[src/rtl/core/fdt_fifo.sv]
// Small synchronous queue with registered storage and occupancy count.
`default_nettype none

module fdt_fifo #(
  parameter type T     = logic,
  parameter int  DEPTH = 2
) (
  input  logic clk_i,
  input  logic rst_ni,
  input  logic push_i,
  input  T     data_i,
  input  logic pop_i,
  output T     data_o,
  output logic full_o,
  output logic empty_o
);

  localparam int PW = (DEPTH > 1) ? $clog2(DEPTH) : 1;
  localparam int CW = $clog2(DEPTH + 1);

  T                slot_q [DEPTH];
  logic [PW-1:0]   wr_ptr_q, rd_ptr_q;
  logic [CW-1:0]   count_q;
  logic            do_push, do_pop;

  assign full_o  = (count_q == CW'(DEPTH));
  assign empty_o = (count_q == '0);
  assign do_push = push_i && !full_o;
  assign do_pop  = pop_i && !empty_o;
  assign data_o  = slot_q[rd_ptr_q];

  always_ff @(posedge clk_i or negedge rst_ni) begin
    if (!rst_ni) begin
      wr_ptr_q <= '0;
      rd_ptr_q <= '0;
      count_q  <= '0;
    end else begin
      if (do_push) begin
        wr_ptr_q <= (wr_ptr_q == PW'(DEPTH - 1)) ? '0 : wr_ptr_q + 1'b1;
      end
      if (do_pop) begin
        rd_ptr_q <= (rd_ptr_q == PW'(DEPTH - 1)) ? '0 : rd_ptr_q + 1'b1;
      end
      if (do_push && !do_pop) begin
        count_q <= count_q + 1'b1;
      end else if (do_pop && !do_push) begin
        count_q <= count_q - 1'b1;
      end
    end
  end

  always_ff @(posedge clk_i) begin
    if (do_push) begin
      slot_q[wr_ptr_q] <= data_i;
    end
  end

endmodule

`default_nettype wire

[config.mk]
export PLATFORM = sky130hd
export DESIGN_NAME = fdt_fifo
export DESIGN_NICKNAME = d
export VERILOG_FILES = /design/src/rtl/core/fdt_fifo.sv
export SDC_FILE = /design/constraint.sdc
export NUM_CORES = 1
export LEC_CHECK = 0
export BUFFER_PORTS_ARGS = -buffer_cell sky130_fd_sc_hd__buf_4
export CORE_AREA = 4 4 41 43
export CTS_BUF_LIST = sky130_fd_sc_hd__clkbuf_16
export DETAILED_ROUTE_END_ITERATION = 10
export DIE_AREA = 0 0 45 47
export GPL_ROUTABILITY_DRIVEN = 0
export HOLD_SLACK_MARGIN = 0.08
export PLACE_DENSITY = 0.47
export SLEW_MARGIN = 20
export SYNTH_ARGS = -nofsm -noshare
export SYNTH_HDL_FRONTEND = slang
export SYNTH_SLANG_ARGS = --single-unit
export TNS_END_PERCENT = 10
[constraint.sdc]
create_clock -name clk_i -period 2.39 [get_ports clk_i]
set_input_delay 0.5975 -clock clk_i [delete_from_list [all_inputs] [get_ports clk_i]]
set_output_delay 0.5975 -clock clk_i [all_outputs]
set_load 0.1 [all_outputs]
Word level (Yosys, flattened, before mapping):

Memories as Yosys holds them, arrays and structs flattened.
Index checks and enable logic that the tools add are counted.

* add/subtract/negate cells: 4
* multipliers: 0
* divide/modulo/power cells: 0
* $lt $le $gt $ge: 0
* eq/ne operators: 1
* shift-type cells: 0
* muxes and demuxes: 6
* bitwise operators: 0
* reductions and logical operators: 10

Operator list (count)
* logical AND 1 bit: 4
* logical NOT 1 bit: 4
* two-way mux 1 bit: 4
* two-way mux 2 bit: 2
* adder 1 bit (second input constant): 2
* adder 2 x 1 -> 2 bit (second input constant): 1
* == test 2 bit (second input constant): 1
* logical NOT 2 bit: 1
* nonzero test 2 bit: 1
* subtractor 2 x 1 -> 2 bit (second input constant): 1

* bits in registers: 4
* latch bits: 0
* memory bits (writable): 2
* memory bits (read-only): 0
* bits of input ports: 5
* output and inout port bits: 3
* logic and storage cells: 25
* memories: 1

Memories
* slot_q: words 2, width 1, rd ports 1, clocked after Yosys merged registers in 0, write ports 1, line 21 `T slot_q [DEPTH];`

Depth between registers and ports, before layout:

Gate-level depths: netlist of the first run.

* depth in word-level cells: 7
* gate-level depth with buffers: 7
* depth with buffers taken out: 7

Worst setup path before layout of the first run:

No wires, ideal clock.

* path type: flip-flop to output port
* start: reg count_q[0]
* end: out empty_o
* arrival time: 1.673 ns
* data required time: 1.793 ns
* slack: 0.119 ns
* cell stages (with the launch flop): 2
* path buffers: 0
* cells stage by stage: dfrtp_1 -> nor2_1

* word-level cells in the longest chain between the ends: 1

RTL lines
* from (decl): line 23 `logic [CW-1:0] count_q;`
* from (signal assigned): line 45 `count_q <= count_q + 1'b1;`
* from (signal assigned): line 47 `count_q <= count_q - 1'b1;`
* logical NOT 2 bit: line 27 `assign empty_o = (count_q == '0);`
* to (decl): line 15 `output logic empty_o`

No other way between the ends.

Final worst setup path of the first run:

* start: reg count_q[0]
* end: out full_o

* word-level cells in the longest chain between the ends: 1

RTL lines
* == test 2 bit: line 26 `assign full_o = (count_q == CW'(DEPTH));`
* to (decl): line 14 `output logic full_o,`

No other way between the ends.

==> impl_metrics.csv, run 1 <==
group,metric,value,unit
status,status,"finished clean",
detailed_routing,drc_errors,0,
setup_path,cp_cell_sequence,"nand2b_1, inv_1, buf_4",
final_layout,postLayoutCellArea,417.9,µm²
placement,dp_slack,0.8460,ns
setup_path,setup.worst_path.start_class,"flop",
final_layout,drive_above_1_share,0.3333,
yosys,ys_seq_area_frac,0.5981,
detailed_routing,finalWirelength,466,µm
final_layout,final_core_util,0.3212,
die,die_h,47,µm
clock_network,cts_made_buffers,3,
detailed_routing,avgViaCountPerCell,3.833,
final_layout,syn_to_final_growth,56.07,%
clock_network,clock_sinks,6,
die,coreArea,1301,µm²
yosys,syn_area,267.8,µm²
yosys,yosysWarnings,0,
yosys,ys_types,12,
setup_path,end_kind,"output port",
setup_path,cp.arrival,1.17,ns
setup_path,crit_fanout,5,
clock_network,htree_levels,1,
clock_network,clock_latency,0.23,ns
sta,finalCriticalPeriod,1.770,ns
grt,grt_pass1_vias,186,
sta,worst_slack,0.6204,ns
setup_path,cp_slowest_stage_delay,0.42,ns
final_layout,n_fill_cell,147,
die,initial_core_util,0.2058,
die,die_w,45,µm
grt,gr-usage-all-layers,0.05728,
sta,final_hold_viol_count,0,
sta,drv_slew,0,
grt,busiest_layer,"met2",
detailed_routing,wire_per_inst,9.708,µm
setup_path,worstPathRequired,1.79,ns
yosys,syn_avg_cell_area,12.17,µm²
final_layout,diodes,0,
clock_network,cts_hold_buf,0,
sta,skew,0.002541,ns
sta,fin_setup_tns,0,ns
grt,gr-total-overflow,0,
sta,min_period_over_period,0.7404,
sta,setup_viol,0,
clock_network,post_cts_buffers,0,
die,rows,13,
flow_run,drv_cap,0,
yosys,synth_top_area_share,0.3738,
clock_network,cts-resized-gates,0,
setup_path,path_buf_inv,2,
yosys,synth_area_leaders,"dfrtp_1 (37%), edfxtp_1 (22%), xnor2_1 (9.8%)",
grt,grt_max_degree,6,
sta,slew_headroom,0.8157,
placement,placed_cell_area,339.1,µm²
clock_network,clockRootBuffer,"clkbuf_16",
grt,use_met1,0.06032,
detailed_routing,first_pass_iters,1,
die,ios,8,
clock_network,clkTransAtPathRegs,0.04,ns
placement,port-buffer-count,7,
yosys,postSynthCellCount,22,
detailed_routing,ant_nets,0,
final_layout,nets,40,
worst_hold_path,min_path_type,"in2async",
final_layout,final_common_cell,"buf_4",
sta,max_freq,565.1,MHz
grt,met3_usage,0.03831,
setup_path,critical_path_class,"reg2out",
yosys,ys_ff_latch,6,
final_layout,final_cell_mix,"buf_4 (7), dfrtp_1 (4)",
setup_path,cpMaxStageDelayCell,"dfrtp_1",
detailed_routing,drt_iter0_drc,0,
sta,max_slew.worst_pin.slew,0.2788,ns
placement,dp_hpwl,380.7,µm
die,die-area,2115,µm²
clock_network,cts_buffer_depth,2,
yosys,synth_area_leader_cell,"dfrtp_1",
grt,antenna_found_initial,0,
setup_path,crit_family,"flip-flops",
yosys,synth_nets,28,
sta,rsz0062_at_grt,"false",
clock_network,cts_tree,"built",
grt,grt_pass1_wl,772,µm
detailed_routing,vias,184,
grt,met2_usage,0.07627,
==> cell families (layout without fill, tap and decap cells) <==
kind of cell,count (synthesis),count (layout),synth area share
adder cells (fa/ha/maj),1,1,0.04672
buffers and inverters,2,13,0.02805
XOR/XNOR,5,5,0.1636
multiplexers,1,1,0.04205
AND/OR/NAND/NOR,6,6,0.1028
AO/OA/AOI/OAI,1,1,0.01867
flip-flops,6,6,0.5982
==> sequential cells by signal, indices dropped and copies added, names as in the netlist <==
register and cells:
rd_ptr_q 1, slot_q 2, wr_ptr_q 1, count_q 2
==> path summary, 6_finish.rpt <==
path | start | end | slack, ns | depth (start not counted)
worst min-delay path | rst_ni | rd_ptr_q$_DFFE_PN0P_ | 0.16 | 1
worst min register to register | wr_ptr_q$_DFFE_PN0N_ | wr_ptr_q$_DFFE_PN0N_ | 0.49 | 1
worst max-delay path | count_q[0]$_DFFE_PN0P_ | full_o | 0.62 | 3
worst max register to register | count_q[0]$_DFFE_PN0P_ | count_q[1]$_DFFE_PN0P_ | 0.93 | 7
max in group asynchronous | rst_ni | wr_ptr_q$_DFFE_PN0N_ | 2.13 | 1
min in group clk_i | wr_ptr_q$_DFFE_PN0N_ | wr_ptr_q$_DFFE_PN0N_ | 0.49 | 1
==> area by class of cell <==
type | count | area, µm² | area share
Multi-Input combinational cell | 14 | 100.1 | 0.2395
Tap cell | 15 | 18.77 | 0.04491
Timing Repair Buffer | 7 | 52.55 | 0.1257
Inverter | 2 | 7.507 | 0.01796
Sequential cell | 6 | 160.2 | 0.3832
Clock buffer | 3 | 75.07 | 0.1796
Clock inverter | 1 | 3.754 | 0.008982
==> routing by layer <==
layer | vias to the layer above | share of wire
met5 | - | 0
met4 | 0 | 0
met3 | 0 | 0.099
met2 | 6 | 0.48
met1 | 85 | 0.42
li1 | 93 | -
==> cell usage after synthesis (all sizes together) <==
master and count:
and3 1, dfrtp 4, edfxtp 2, ha 1
inv 2, mux2 1, nand2 1, nand2b 1
nor2 3, o21ai 1, xnor2 3, xor2 2
==> metrics by stage <==
step           hold slack, ns  std cells
2_1_floorplan          0.3019         22
3_3_place_gp           0.3985         44
3_5_place_dp           0.3972         44
4_1_cts                0.1544         48
5_1_grt                0.1532         48
6_report               0.1580         48
==> worst register-to-register path, delay by kind of cell, from the launching register on <==
kind / cells / cell delay [ns]
xor gates and xnor gates: 2 / 0.29
adders and majority gates: 1 / 0.18
buffers and inverters: 1 / 0.06
DFF: 1 / 0.42
and+or+nand+nor: 3 / 0.43
Power of run 1 is left out: the tool's default activity adds up to more than one toggle a clock period on the data nets, which glitch-free logic cannot reach.
==> run 2, diff against run 1 <==
--- a/config.mk
+++ b/config.mk
@@ -12,7 +12,7 @@
 export DIE_AREA = 0 0 45 47
 export GPL_ROUTABILITY_DRIVEN = 0
 export HOLD_SLACK_MARGIN = 0.08
-export PLACE_DENSITY = 0.47
+export PLACE_DENSITY = 0.48
 export SLEW_MARGIN = 20
 export SYNTH_ARGS = -nofsm -noshare
 export SYNTH_HDL_FRONTEND = slang
==> constraint.sdc (replaced) <==
create_clock -name clk_i -period 1.62 [get_ports clk_i]
set_input_delay 0.405 -clock clk_i [delete_from_list [all_inputs] [get_ports clk_i]]
set_output_delay 0.405 -clock clk_i [all_outputs]
set_load 0.1 [all_outputs]
==> run 2 against run 1 <==
Against the previous run:
- design area up 3.9%
- sequential share of layout area shrank 1.4 points
- clock skew decreased by 0.0017 ns
- non-clock buffer count rose by 1
- first-iteration DRC count is the same
- core utilization rose by 1.3 points
- via count up 4.3%
- critical path depth down 1
- die area is the same
- global-route usage grew 0.23 points
- critical path type unchanged
==> impl_metrics.csv, run 2 (synthesis gave the netlist of run 1 again) <==
group,metric,value,unit
grt,grt_max_degree,6,
setup_path,rrSetupSlack,0.14,ns
sta,fin_setup_tns,0,ns
die,ios,8,
setup_path,critPathLaunch,"rd_ptr_q$_DFFE_PN0P_",
status,status,"finished clean",
placement,port-buffer-count,7,
clock_network,cts_made_buffers,3,
grt,gr-total-overflow,0,
setup_path,end_kind,"output port",
final_layout,final_common_cell,"buf_4",
sta,max_freq,630.9,MHz
clock_network,htree_levels,1,
die,die_w,45,µm
clock_network,cts_buffer_depth,2,
placement,dp_hpwl,407.4,µm
detailed_routing,avgViaCountPerCell,3.918,
clock_network,clockRootBuffer,"clkbuf_16",
sta,drv_slew,0,
final_layout,diodes,0,
setup_path,crit_fanout,2,
detailed_routing,wire_per_inst,10.84,µm
detailed_routing,first_pass_iters,1,
die,die-area,2115,µm²
setup_path,worst-r2r-cell-count,6,
sta,min_period_over_period,0.9784,
clock_network,clkTransAtPathRegs,0.03,ns
setup_path,worstPathRequired,1.21,ns
final_layout,nets,41,
die,die_h,47,µm
setup_path,cp.arrival,1.18,ns
grt,grt_pass1_vias,193,
sta,finalCriticalPeriod,1.585,ns
final_layout,postLayoutCellArea,434.2,µm²
sta,slew_headroom,0.8161,
sta,skew,0.0008561,ns
setup_path,rr_endpoint,"count_q[1]$_DFFE_PN0P_",
setup_path,r2r_start,"count_q[0]$_DFFE_PN0P_",
clock_network,clock_latency,0.23,ns
final_layout,final_cell_mix,"buf_4 (6), dfrtp_1 (4), inv_1 (3), xnor2_1 (3), clkbuf_16 (3)",
sta,final_hold_viol_count,0,
flow_run,drv_cap,0,
grt,antenna_found_initial,0,
setup_path,critical_path_class,"reg2out",
final_layout,syn_to_final_growth,62.15,%
sta,setup_viol,0,
sta,rsz0062_at_grt,"false",
setup_path,crit_end,"data_o",
final_layout,drive_above_1_share,0.3529,
grt,grt_pass1_wl,786,µm
worst_hold_path,min_path_type,"in2reg",
clock_network,clock_sinks,6,
detailed_routing,vias,192,
die,initial_core_util,0.2058,
final_layout,n_fill_cell,146,
worst_hold_path,min_path_cells,1,
detailed_routing,drt_iter0_drc,0,
placement,placed_cell_area,341.6,µm²
die,rows,13,
sta,max_slew.worst_pin.slew,0.2781,ns
detailed_routing,ant_nets,0,
detailed_routing,drc_errors,0,
detailed_routing,finalWirelength,531,µm
die,coreArea,1301,µm²
setup_path,setup.worst_path.start_class,"flop",
final_layout,largestRegisters,"count_q x2, slot_q x2",
grt,gr-usage-all-layers,0.05962,
clock_network,cts_tree,"built",
[run 2: changes by cell type in the layout (fill, tap and decap cells not counted), sizes merged]
cell         before  now
dlygate4sd3       0    1
[run 2: metrics by stage]
step	setup slack, ns	cells	util	hold slack, ns
final	0.03493	49	0.3337	0.3639
after detailed placement	0.1323	44	0.2625	0.2072
after global routing	0.01203	49	0.3337	0.3623
after floorplan	0.0008639	22	-	0.1094
after CTS	0.02493	49	0.3337	0.3622
after global placement	0.1676	44	0.2625	0.2057
[run 2: worst min-delay path by stage]
stage                     startpoint                     end  slack, ns
after CTS                     data_i     slot_q[0]$_DFFE_PP_       0.36
final                         data_i     slot_q[0]$_DFFE_PP_       0.36
after floorplan               rst_ni  count_q[0]$_DFFE_PN0P_       0.11
after global placement        rst_ni    rd_ptr_q$_DFFE_PN0P_       0.21
after detailed placement      rst_ni  count_q[0]$_DFFE_PN0P_       0.21
after global routing          data_i     slot_q[1]$_DFFE_PP_       0.36
[run 2: critical path, stage by stage, from the launching register on]
cell and delay [ns]:
dfrtp_1 0.38, mux2_2 0.34, buf_4 0.23
[run 2: per-layer routing]
| layer | global-route usage | share of wire |
|---|---|---|
| met1 | 0.05093 | 0.37 |
| met2 | 0.09887 | 0.52 |
| met3 | 0.04598 | 0.11 |
| met4 | 0.03509 | 0 |
| met5 | 0 | 0 |
[run 2: repair_timing]
action | in CTS | in global routing
resized for setup | 1 | 0
setup buffers | 0 | 0
hold buffers | 1 | 0
endpoints found under the setup margin | 1 | 0
endpoints found under the hold margin | 4 | 0
[run 2: final cells by class]
type / count / area, µm² / area share
Inverter: 2 / 7.507 / 0.01729
Multi-Input combinational cell: 14 / 102.6 / 0.2363
Sequential cell: 6 / 160.2 / 0.3689
Tap cell: 15 / 18.77 / 0.04323
Clock inverter: 1 / 3.754 / 0.008646
Clock buffer: 3 / 75.07 / 0.1729
Timing Repair Buffer: 8 / 66.31 / 0.1527
Power of run 2 is left out for the same reason.
