[config.mk]
export PLATFORM = sky130hd
export DESIGN_NAME = fdt_front
export DESIGN_NICKNAME = d
export VERILOG_FILES = /design/src/rtl/core/fdt_pkg.sv /design/src/rtl/core/fdt_front.sv
export SDC_FILE = /design/constraint.sdc
export NUM_CORES = 1
export LEC_CHECK = 0
export BUFFER_PORTS_ARGS = -buffer_cell sky130_fd_sc_hd__buf_2
export CAP_MARGIN = 20
export CORE_AREA = 10 10 47 49
export DETAILED_ROUTE_END_ITERATION = 8
export DIE_AREA = 0 0 57 59
export GPL_ROUTABILITY_DRIVEN = 0
export PLACE_DENSITY = 0.7
export SETUP_SLACK_MARGIN = 0.3
export SKIP_LAST_GASP = 1
export SLEW_MARGIN = 10
export SYNTH_ARGS = -nofsm -noshare
export SYNTH_HDL_FRONTEND = slang
export SYNTH_SLANG_ARGS = --single-unit
[constraint.sdc]
create_clock -name vclk -period 0.8
set_input_delay 0.08 -clock vclk [all_inputs]
set_output_delay 0.08 -clock vclk [all_outputs]
set_load 0.02 [all_outputs]
[src/rtl/core/fdt_pkg.sv]
// Shared types and constants for the framebuffer dirty tile tracker.
`default_nettype none

package fdt_pkg;

  // Default geometry of the tracked frame.
  localparam int SCREEN_WIDTH_DEF = 256;
  localparam int TILE_SIZE_DEF    = 8;
  localparam int TILE_COLS_DEF    = 32;
  localparam int TILE_ROWS_DEF    = 16;

  // Field widths fixed by the pixel and tile formats.
  localparam int X_W     = 8;
  localparam int Y_W     = 7;
  localparam int VAL_W   = 2;
  localparam int COL_W   = 5;
  localparam int ROW_W   = 4;
  localparam int X_SPAN  = 1 << X_W;
  localparam int Y_SPAN  = 1 << Y_W;
  localparam int ADDR_W  = X_W + Y_W;
  localparam int ENTRY_W = VAL_W + 1;

  // Depths of the decoupling queues.
  localparam int MID_DEPTH = 4;
  localparam int OUT_DEPTH = 2;

  typedef enum logic [0:0] {
    REQ_SCAN   = 1'b0,
    REQ_COMMIT = 1'b1
  } req_e;

  typedef struct packed {
    req_e             req_type;
    logic [X_W-1:0]   pixel_x;
    logic [Y_W-1:0]   pixel_y;
    logic [VAL_W-1:0] pixel_value;
    logic             commit_tile;
  } pixel_t;

  typedef struct packed {
    logic [COL_W-1:0] tile_col;
    logic [ROW_W-1:0] tile_row;
    logic             tile_dirty;
    logic             frame_last;
  } tile_t;

  // A classified pixel operation handed from the front to the back.
  typedef struct packed {
    req_e              kind;
    logic [ADDR_W-1:0] addr;
    logic [VAL_W-1:0]  value;
    logic [X_W-1:0]    col;
    logic [ROW_W-1:0]  row;
    logic              first;
    logic              last;
    logic              frame_last;
  } op_t;

endpackage

`default_nettype wire

[src/rtl/core/fdt_front.sv]
// Front end: bounds check, tile position decode and store address for each pixel.
`default_nettype none

module fdt_front #(
  parameter int FRAME_W   = 256,
  parameter int FRAME_H   = 128,
  parameter int TILE_SIZE = 8,
  parameter int TILE_COLS = 32,
  parameter int TILE_ROWS = 16
) (
  input  fdt_pkg::pixel_t pix_i,
  input  logic            take_i,
  output logic            op_push_o,
  output fdt_pkg::op_t    op_o
);

  import fdt_pkg::*;

  localparam int CMP_W = 10;

  // Per-coordinate tile tables, built at elaboration.
  logic [X_W-1:0]    col_lut [X_SPAN];
  logic [Y_W-1:0]    row_lut [Y_SPAN];
  logic [X_SPAN-1:0] x_first, x_last;
  logic [Y_SPAN-1:0] y_first, y_last;

  for (genvar g = 0; g < X_SPAN; g++) begin : g_xlut
    assign col_lut[g] = X_W'(g / TILE_SIZE);
    assign x_first[g] = ((g % TILE_SIZE) == 0);
    assign x_last[g]  = ((g % TILE_SIZE) == TILE_SIZE - 1);
  end

  for (genvar g = 0; g < Y_SPAN; g++) begin : g_ylut
    assign row_lut[g] = Y_W'(g / TILE_SIZE);
    assign y_first[g] = ((g % TILE_SIZE) == 0);
    assign y_last[g]  = ((g % TILE_SIZE) == TILE_SIZE - 1);
  end

  logic              in_frame;
  logic [ADDR_W:0]   row_base;
  logic [X_W-1:0]    col;
  logic [Y_W-1:0]    row;

  assign in_frame = ({1'b0, pix_i.pixel_x} < (X_W + 1)'(FRAME_W)) &&
                    ({1'b0, pix_i.pixel_y} < (Y_W + 1)'(FRAME_H));
  assign row_base = (ADDR_W + 1)'(pix_i.pixel_y) * (ADDR_W + 1)'(FRAME_W);
  assign col      = col_lut[pix_i.pixel_x];
  assign row      = row_lut[pix_i.pixel_y];

  always_comb begin
    op_o.kind       = pix_i.req_type;
    op_o.addr       = row_base[ADDR_W-1:0] + ADDR_W'(pix_i.pixel_x);
    op_o.value      = pix_i.pixel_value;
    op_o.col        = col;
    op_o.row        = row[ROW_W-1:0];
    op_o.first      = x_first[pix_i.pixel_x] && y_first[pix_i.pixel_y];
    op_o.last       = x_last[pix_i.pixel_x] && y_last[pix_i.pixel_y];
    op_o.frame_last = (CMP_W'(col) == CMP_W'(TILE_COLS - 1)) &&
                      (CMP_W'(row) == CMP_W'(TILE_ROWS - 1));
  end

  // Commits to unselected tiles and out-of-frame pixels change nothing and are dropped here.
  assign op_push_o = take_i && in_frame &&
                     ((pix_i.req_type == REQ_SCAN) || pix_i.commit_tile);

endmodule

`default_nettype wire

======== Yosys cells after proc, flatten, opt, wreduce, memory -nomap -nowiden ========
Memories as Yosys holds them, arrays and structs flattened.
Index checks and enable logic that the tools add are counted.
storage, ports and cells
  register bits after elaboration ......... 0
  ROM bits ................................ 3712
  bits of input ports ..................... 20
  output and inout port bits .............. 34
  word-level logic and storage cells ...... 29
  memories kept ........................... 6
cells by class
  add/subtract/negate cells ............... 1
  $lt $le $gt $ge ......................... 4
  equality and inequality tests ........... 2
  multiplexer cells ....................... 8
  bitwise gates (word level) .............. 3
  reduce and logical (&&, ||, !) cells .... 5
memory list
  name              words  width  read ports  clocked after Yosys merged registers in  write ports  line             RTL
  (name not given)  256    8      1           0                                        0            fdt_front.sv:47  assign col = col_lut[pix_i.pixel_x];
  (name not given)  128    7      1           0                                        0            fdt_front.sv:48  assign row = row_lut[pix_i.pixel_y];
  (name not given)  256    1      1           0                                        0            fdt_front.sv:57  op_o.last = x_last[pix_i.pixel_x] && y_last[pix_i.pixel_y];
  (name not given)  256    1      1           0                                        0            fdt_front.sv:56  op_o.first = x_first[pix_i.pixel_x] && y_first[pix_i.pixel_y];
  (name not given)  128    1      1           0                                        0            fdt_front.sv:57
  (name not given)  128    1      1           0                                        0            fdt_front.sv:56
operator list
  cell                                                        count
  2-to-1 mux 8 bit                                            2
  adder 15 x 8 -> 15 bit                                      1
  2-to-1 mux 7 bit                                            2
  greater-or-equal comparator 9 bit, second input constant    1
  less-than comparator 8 x 9 -> 1 bit, second input constant  1
  inverter 8 -> 9 bit                                         1
  equality test 8 x 5 -> 1 bit, second input constant         1
  greater-or-equal comparator 8 bit, second input constant    1
  less-than comparator 7 x 8 -> 1 bit, second input constant  1
  inverter 7 -> 8 bit                                         1
  equality test 7 x 4 -> 1 bit, second input constant         1
  logical AND 1 bit                                           4
  2-to-1 mux 1 bit                                            4
  logical OR 1 bit                                            1
  inverter 1 bit                                              1

======== Longest topological paths before layout ========
Gate-level depths: netlist of the first run.
  depth after elaboration ................. 6
  gate-level depth with buffers ........... 2
  mapped depth without buffers ............ 2

======== Worst setup path after synthesis of the first run ========
OpenSTA, ideal clock, no wires.
  path kind ............................... input port to output port
  from .................................... in pix_i[3] (netlist name)
  to ...................................... out op_o[2] (netlist name)
  arrival ................................. 902 ps
  data required time ...................... 720 ps
  setup slack ............................. -182 ps
  stages .................................. 2
  path buffers ............................ 0
  cells stage by stage .................... or4_1 -> nor3_2
RTL lines
  what             line             RTL
  start, declared  fdt_front.sv:11  input fdt_pkg::pixel_t pix_i,
  end, declared    fdt_front.sv:14  output fdt_pkg::op_t op_o

==> results of run 1 <==
-- final cells by class --
| class | count | share of cell area, % |
|---|---|---|
| inverter | 1 | 0.8310 |
| multi-input combinational | 13 | 22.71 |
| tap | 16 | 4.432 |
| timing repair buffer | 50 | 72.02 |
-- critical path: cells and delay by family --
kind          cells  cell delay, ns
buf+inv           2            0.25
simple gates      2            0.66
-- metal layers --
layer | wire (um) | global-route usage [%] | up-vias
met1 | 462 | 6.017 | 134
met4 | 10 | 0.3356 | 0
met5 | 0 | 0 | -
li1 | - | - | 145
met3 | 176 | 3.004 | 2
met2 | 539 | 11.01 | 39
-- report_power, final --
group	total, W	switching [W]	internal (W)
Clock	0	0	0
Sequential	0	0	0
Combinational	0.000302	0.000181	0.000121
Total	0.000302	0.000181	0.000121
-- worst max-delay path by stage --
| stage | startpoint | endpoint | slack (ns) | cells after the start |
|---|---|---|---|---|
| finish | pix_i[4] | op_o[2] | -0.27 | 4 |
| global route | pix_i[4] | op_o[2] | -0.31 | 4 |
| CTS | pix_i[4] | op_o[2] | -0.26 | 4 |
| detailed placement | pix_i[3] | op_o[2] | -0.33 | 4 |
| global placement | pix_i[3] | op_o[2] | -0.32 | 4 |
| floorplan | pix_i[3] | op_o[2] | -0.15 | 2 |
-- synthesized netlist by cell type --
cell | number | area, sq um
nor3_1 | 1 | 5.000
inv_1 | 1 | 3.750
buf_4 | 30 | 225.2
nand4_1 | 2 | 12.51
nor2_1 | 1 | 3.750
nand2_1 | 2 | 7.510
or4_1 | 1 | 7.510
conb_1 | 1 | 3.750
nand3_1 | 1 | 5.000
a21boi_0 | 1 | 7.510
nor3_2 | 1 | 10.01
-- per-stage QoR --
step,utilization [%],hold WS [ns]
2_1_floorplan,-,0.1949
3_3_place_gp,26.07,0.1602
3_5_place_dp,26.07,0.1602
4_1_cts,30.89,0.1602
5_1_grt,32.23,0.1600
6_report,32.23,0.1600
-- repair_timing --
action	in CTS	in global routing
endpoints found under the setup margin	5	5
pin swaps	2	2
hold endpoints to repair	0	0
cloned	0	0
buffers inserted	1	1
resized for setup	16	3
-- logic make-up after synthesis --
group	after synthesis
and+or+nand+nor	9
other	1
AOI/OAI and AO/OA	1
buffers and inverters	31
==> key figures, run 1 <==
Min path
  – Class of the worst hold path: primary input to output pin
  – Min-Delay Endpoint: op_o[16]
  – Worst hold path startpoint: pix_i[2]
  – Worst Hold Path Cells: 0

Synth
  – Number of distinct standard cells referenced by the synthesized netlist: 11
  – Number of cells produced by synthesis: between 40 and 50
  – Count of yosys warnings during synthesis: 0
  – Multiplexer share of the synthesized area: 0%
  – Main combinational cell family by area after synthesis: buffers and inverters
  – Simple-gate share of the synthesized area: 17.60%
  – Fraction of the mapped netlist area in compound gates: roughly 2.6%
  – Share of synthesized cell area in full adder, half adder and majority cells: 0%
  – Fraction of the yosys area taken by sequential cells: 0%
  – Post-synthesis cell area: approximately 290 sq um
  – Synth Area in XOR/XNOR: 0%
  – Mean instance size in the synthesized netlist: between 6 and 7 sq um

Timing
  – Max-slew violation count: 0
  – Finish-stage setup viols: 1
  – Peak Freq: 935.4 MHz
  – Crit share post-route: 133.6%
  – Setup repair after global routing missed its margin: yes
  – Final Hold Vio Count: 0
  – Sum Neg Setup Slack: -0.2691 ns
  – Final period demand of the worst path: about 1.1 ns
  – Worst Setup Slack, final: -0.2691 ns

Cells and area
  – Highest-count cells in the layout ignoring fill and taps: buf_2, buf_6, conb_1
  – Antenna fix cells: 0
  – Number of clock buffers in the layout: 0
  – Total non-filler cell area in the finished layout: roughly 450 sq um
  – Area taken by flip-flops and latches: 0 sq um
  – Share of layout cells above drive strength 1: about nine tenths
  – Area grow syn2layout: 54.94%
  – Sequential cell count of the final layout: 0
  – Final net count: 86
  – Multi-input gate area: 102.6 sq um
  – Filler cell count in the final layout: approximately 160
  – Non-filler instance count after layout: 80
  – Most common library cell in the layout ignoring fill and taps: buf_2

Critical path
  – Data arrival time of the critical path: roughly 0.99 ns
  – List of cells traversed by the critical path: buf_2 -> or4_4 -> nor3_4 -> buf_6
  – Worst stage delay on the critical path: 0.53 ns
  – Required time reported for the critical path endpoint: 0.72 ns
  – CP Class: primary input to output pin
  – Startpoint kind of the worst setup timing path: primary input
  – Slowest cell on crit path: or4_4
  – Crit-path max FO: 3
  – Endpoint kind of the worst setup timing path: output pin

Detailed routing
  – Number of routed nets with antenna violations: 0
  – Via count: 320
  – Remaining design rule violation count: 0
  – Post-DR vias/cell: approximately 4.0
  – Final wirelength: between 1000 and 1500 um
  – Drt wl/cell: 14.86 um
  – Pre-antenna DRT Iters: 2
  – Starting DRT DRC Count: 3

Die
  – Boundary Pins: between 50 and 60
  – Core ar.: ~0.0014 sq mm
  – Chip height: 59 um
  – Standard-cell row count: 14
  – Area of the die: 0.003363 sq mm
  – Initial standard-cell utilization of the core: a little over a fifth
  – Die width: 57 um

GRT
  – Number of antenna violations at the first check in global routing: 0
  – Total Routing Usage GR: 5.905%
  – Number of global-route vias before repair: between 400 and 500
  – Global-route congestion overflow total: 0
  – Wire length of the first global-routing pass: between 1500 and 2000 um
  – Pin count of the biggest net entering global routing: 4

Placed design
  – Setup slack after placement: -0.3303 ns
  – Post-placement cell count: 78
  – I/O Buffers: 47
  – Placed Area: 365.4 sq um

Outcome
  – Run status: finished with violations
  – Violations in the final reports: negative setup slack

Flow run
  – Max_cap viols: 0

Pwr
  – Power per cell area: roughly 670 mW/mm^2
  – Static leakage power: between 0.2 and 0.3 nW
  – Overall Power: around 0.00030 W
  – Peak supply drop: 210.5 uV

Clock network
  – CTS Hold Bufs: 0
Power figures use the tool's default switching activity.
==> run 2, diff against run 1 <==
- ABC_AREA: not set -> 1
- PLACE_DENSITY: 0.7 -> 0.71
- SKIP_LAST_GASP: 1 -> not set
==> key figures, run 2 <==
Cells and area
  – Antenna fix cells: 0 (unchanged)
  – Number of clock buffers in the layout: 0 (unchanged)
  – Final net count: 91 (was 86)
  – Share of layout cells above drive strength 1: 95.65% (was 89.06%)
  – Most common library cell in the layout ignoring fill and taps: buf_2 (unchanged)
  – Area taken by flip-flops and latches: 0 sq um (unchanged)
  – Area grow syn2layout: 89.26% (was 54.94%)
  – Non-filler instance count after layout: 85 (was 80)
  – Filler cell count in the final layout: 147 (was 156)
  – Sequential cell count of the final layout: 0 (unchanged)
  – Highest-count cells in the layout ignoring fill and taps: buf_2, buf_6, nor2_4 (was buf_2, buf_6, conb_1)

Critical path
  – Crit path buffers/inverters: 2 (unchanged)
  – Logic depth of the worst setup path including buffers: 4 (unchanged)
  – Endpoint kind of the worst setup timing path: output pin (unchanged)
  – Worst stage delay on the critical path: 0.18 ns (was 0.53 ns)
  – List of cells traversed by the critical path: buf_6 -> nor2_4 -> and3_4 -> buf_6 (was buf_2 -> or4_4 -> nor3_4 -> buf_6)
  – Crit-path max FO: 3 (unchanged)
  – Timing endpoint of the critical path: op_o[2] (unchanged)
  – Startpoint kind of the worst setup timing path: primary input (unchanged)
  – CP Class: primary input to output pin (unchanged)
  – Data arrival time of the critical path: 0.56 ns (was 0.99 ns)
  – Launch point of the critical path: pix_i[4] (unchanged)
  – Required time reported for the critical path endpoint: 0.72 ns (about the same)
  – Family with the most delay on the worst path: simple AND/OR/NAND/NOR gates (unchanged)
  – Most frequent cell on the critical path: buf_6
  – Slowest cell on crit path: and3_4 (was or4_4)

Die
  – Standard-cell row count: 14 (unchanged)
  – Area of the die: 0.003363 sq mm (unchanged)
  – Core ar.: 0.001401 sq mm (unchanged)
  – Die width: 57 um (unchanged)
  – Initial standard-cell utilization of the core: 21.61% (was 20.80%)
  – Boundary Pins: 54 (unchanged)
  – Chip height: 59 um (unchanged)

Synth
  – Cell accounting for the most synthesized area: buf_4 (unchanged)
  – Fraction of the yosys area taken by sequential cells: 0% (unchanged)
  – Mean instance size in the synthesized netlist: 6.308 sq um (was 6.941 sq um)
  – Top cells by instance count after synthesis: buf_4, nor2_1, nand2_1 (was buf_4, nand2_1, nand4_1)
  – Cell with the most instances after synthesis: buf_4 (unchanged)
  – Leading post-synthesis cells by cell area: buf_4, nor2_1, nand3_1 (was buf_4, nand4_1, nor3_2)
  – Count of yosys warnings during synthesis: 0 (unchanged)
  – Number of cells produced by synthesis: 48 (was 42)
  – Number of distinct standard cells referenced by the synthesized netlist: 8 (was 11)
  – Post-synthesis cell area: 302.8 sq um (was 291.5 sq um)
  – Synth top area share: 74.38% (was 77.25%)

GRT
  – Wire length of the first global-routing pass: 1766 um (unchanged)
  – Global-route congestion overflow total: 0 (unchanged)
  – Number of antenna violations at the first check in global routing: 0 (unchanged)
  – Pin count of the biggest net entering global routing: 4 (unchanged)
  – Number of global-route vias before repair: 406 (was 405)
  – Total Routing Usage GR: 5.857% (was 5.905%)

Placed design
  – Setup slack after placement: 0.07921 ns (was -0.3303 ns)
  – Post-placement cell count: 83 (was 78)
  – I/O Buffers: 47 (unchanged)
  – Post-DP HPWL: 939 um

Detailed routing
  – Met2 routed WL: 564 um (was 539 um)
  – Starting DRT DRC Count: 1 (was 3)
  – Top layer used by detailed routing: met3 (was met4)
  – Drt wl/cell: 13.32 um (was 14.86 um)
  – Final wirelength: 1132 um (was 1189 um)
  – Remaining design rule violation count: 0 (unchanged)
  – Pre-antenna DRT Iters: 2 (unchanged)
  – Routed length on met1: 377 um (was 462 um)
  – Met3 routed WL: 190 um (was 176 um)
  – Number of routed nets with antenna violations: 0 (unchanged)
  – Post-DR vias/cell: 3.965 (was 4.000)
  – Via count: 337 (was 320)

Timing
  – Final Hold Vio Count: 0 (unchanged)
  – Worst Setup Slack, final: 0.1635 ns (was -0.2691 ns)
  – Final period demand of the worst path: 0.6365 ns (was 1.069 ns)
  – Finish-stage setup viols: 0 (was 1)
  – Max-slew violation count: 0 (unchanged)
  – Worst hold margin: 0.1600 ns (about the same)
  – Crit share post-route: 79.57% (was 133.6%)
  – Sum Neg Setup Slack: 0 ns (was -0.2691 ns)
  – Peak Freq: 1571 MHz (was 935.4 MHz)
  – Setup repair after global routing missed its margin: yes (unchanged)

Pwr
  – Power per cell area: 626.2 mW/mm^2 (was 668.1 mW/mm^2)
  – Peak supply drop: 208.9 uV (was 210.5 uV)
  – Static leakage power: 0.2991 nW (was 0.2664 nW)

Clock network
  – CTS Hold Bufs: 0 (unchanged)

Outcome
  – Run status: finished, final reports clean (was finished with violations)

Min path
  – Class of the worst hold path: primary input to output pin (unchanged)

Flow run
  – Max_cap viols: 0 (unchanged)
## run 2: worst min-delay path by stage
stage | startpoint | endpoint | cells past startpoint
3_3_place_gp | pix_i[2] | op_o[16] | 0
2_1_floorplan | pix_i[18] | op_push_o | 1
3_5_place_dp | pix_i[2] | op_o[16] | 0
5_1_grt | pix_i[1] | op_o[15] | 0
6_report | pix_i[2] | op_o[16] | 0
4_1_cts | pix_i[2] | op_o[16] | 0
## run 2: per-stage QoR
| step | utilization, % | total power [W] | cell area (sq um) |
|---|---|---|---|
| after global placement | 25.27 | 0.0002548 | 354.1 |
| after global routing | 40.89 | 0.0003818 | 573.1 |
| final | 40.89 | 0.0003589 | 573.1 |
| after detailed placement | 25.27 | 0.0002577 | 354.1 |
| after floorplan | - | 0.0002450 | 324.1 |
| after CTS | 34.73 | 0.0003168 | 486.7 |
## run 2: final cells by class
cell class                 count  area [sq um]  area share, %
multi-input combinational     18         161.4          28.17
tap                           16         20.02          3.493
inverter                       2         7.507          1.310
timing repair buffer          49         384.1          67.03
## run 2: what timing repair did
action,CTS,global route
endpoints found under the setup margin,4,6
hold endpoints to repair,0,0
buffers inserted,1,1
pin swaps,12,6
resized for setup,27,22
## run 2: routing by layer
layer,global-route usage (%),vias up
met4,0.3356,0
met5,0,-
met2,11.47,38
met1,5.162,143
met3,3.648,0
li1,-,156
## run 2: power by group
group          internal, W  switching, W
registers                0             0
logic             0.000163      0.000196
clock network            0             0
## run 2: logic make-up after synthesis
group	Yosys count	synth area share, %
compound gates	1	2.480
simple gates	14	19.42
buf+inv	32	76.86
other cells	1	1.238
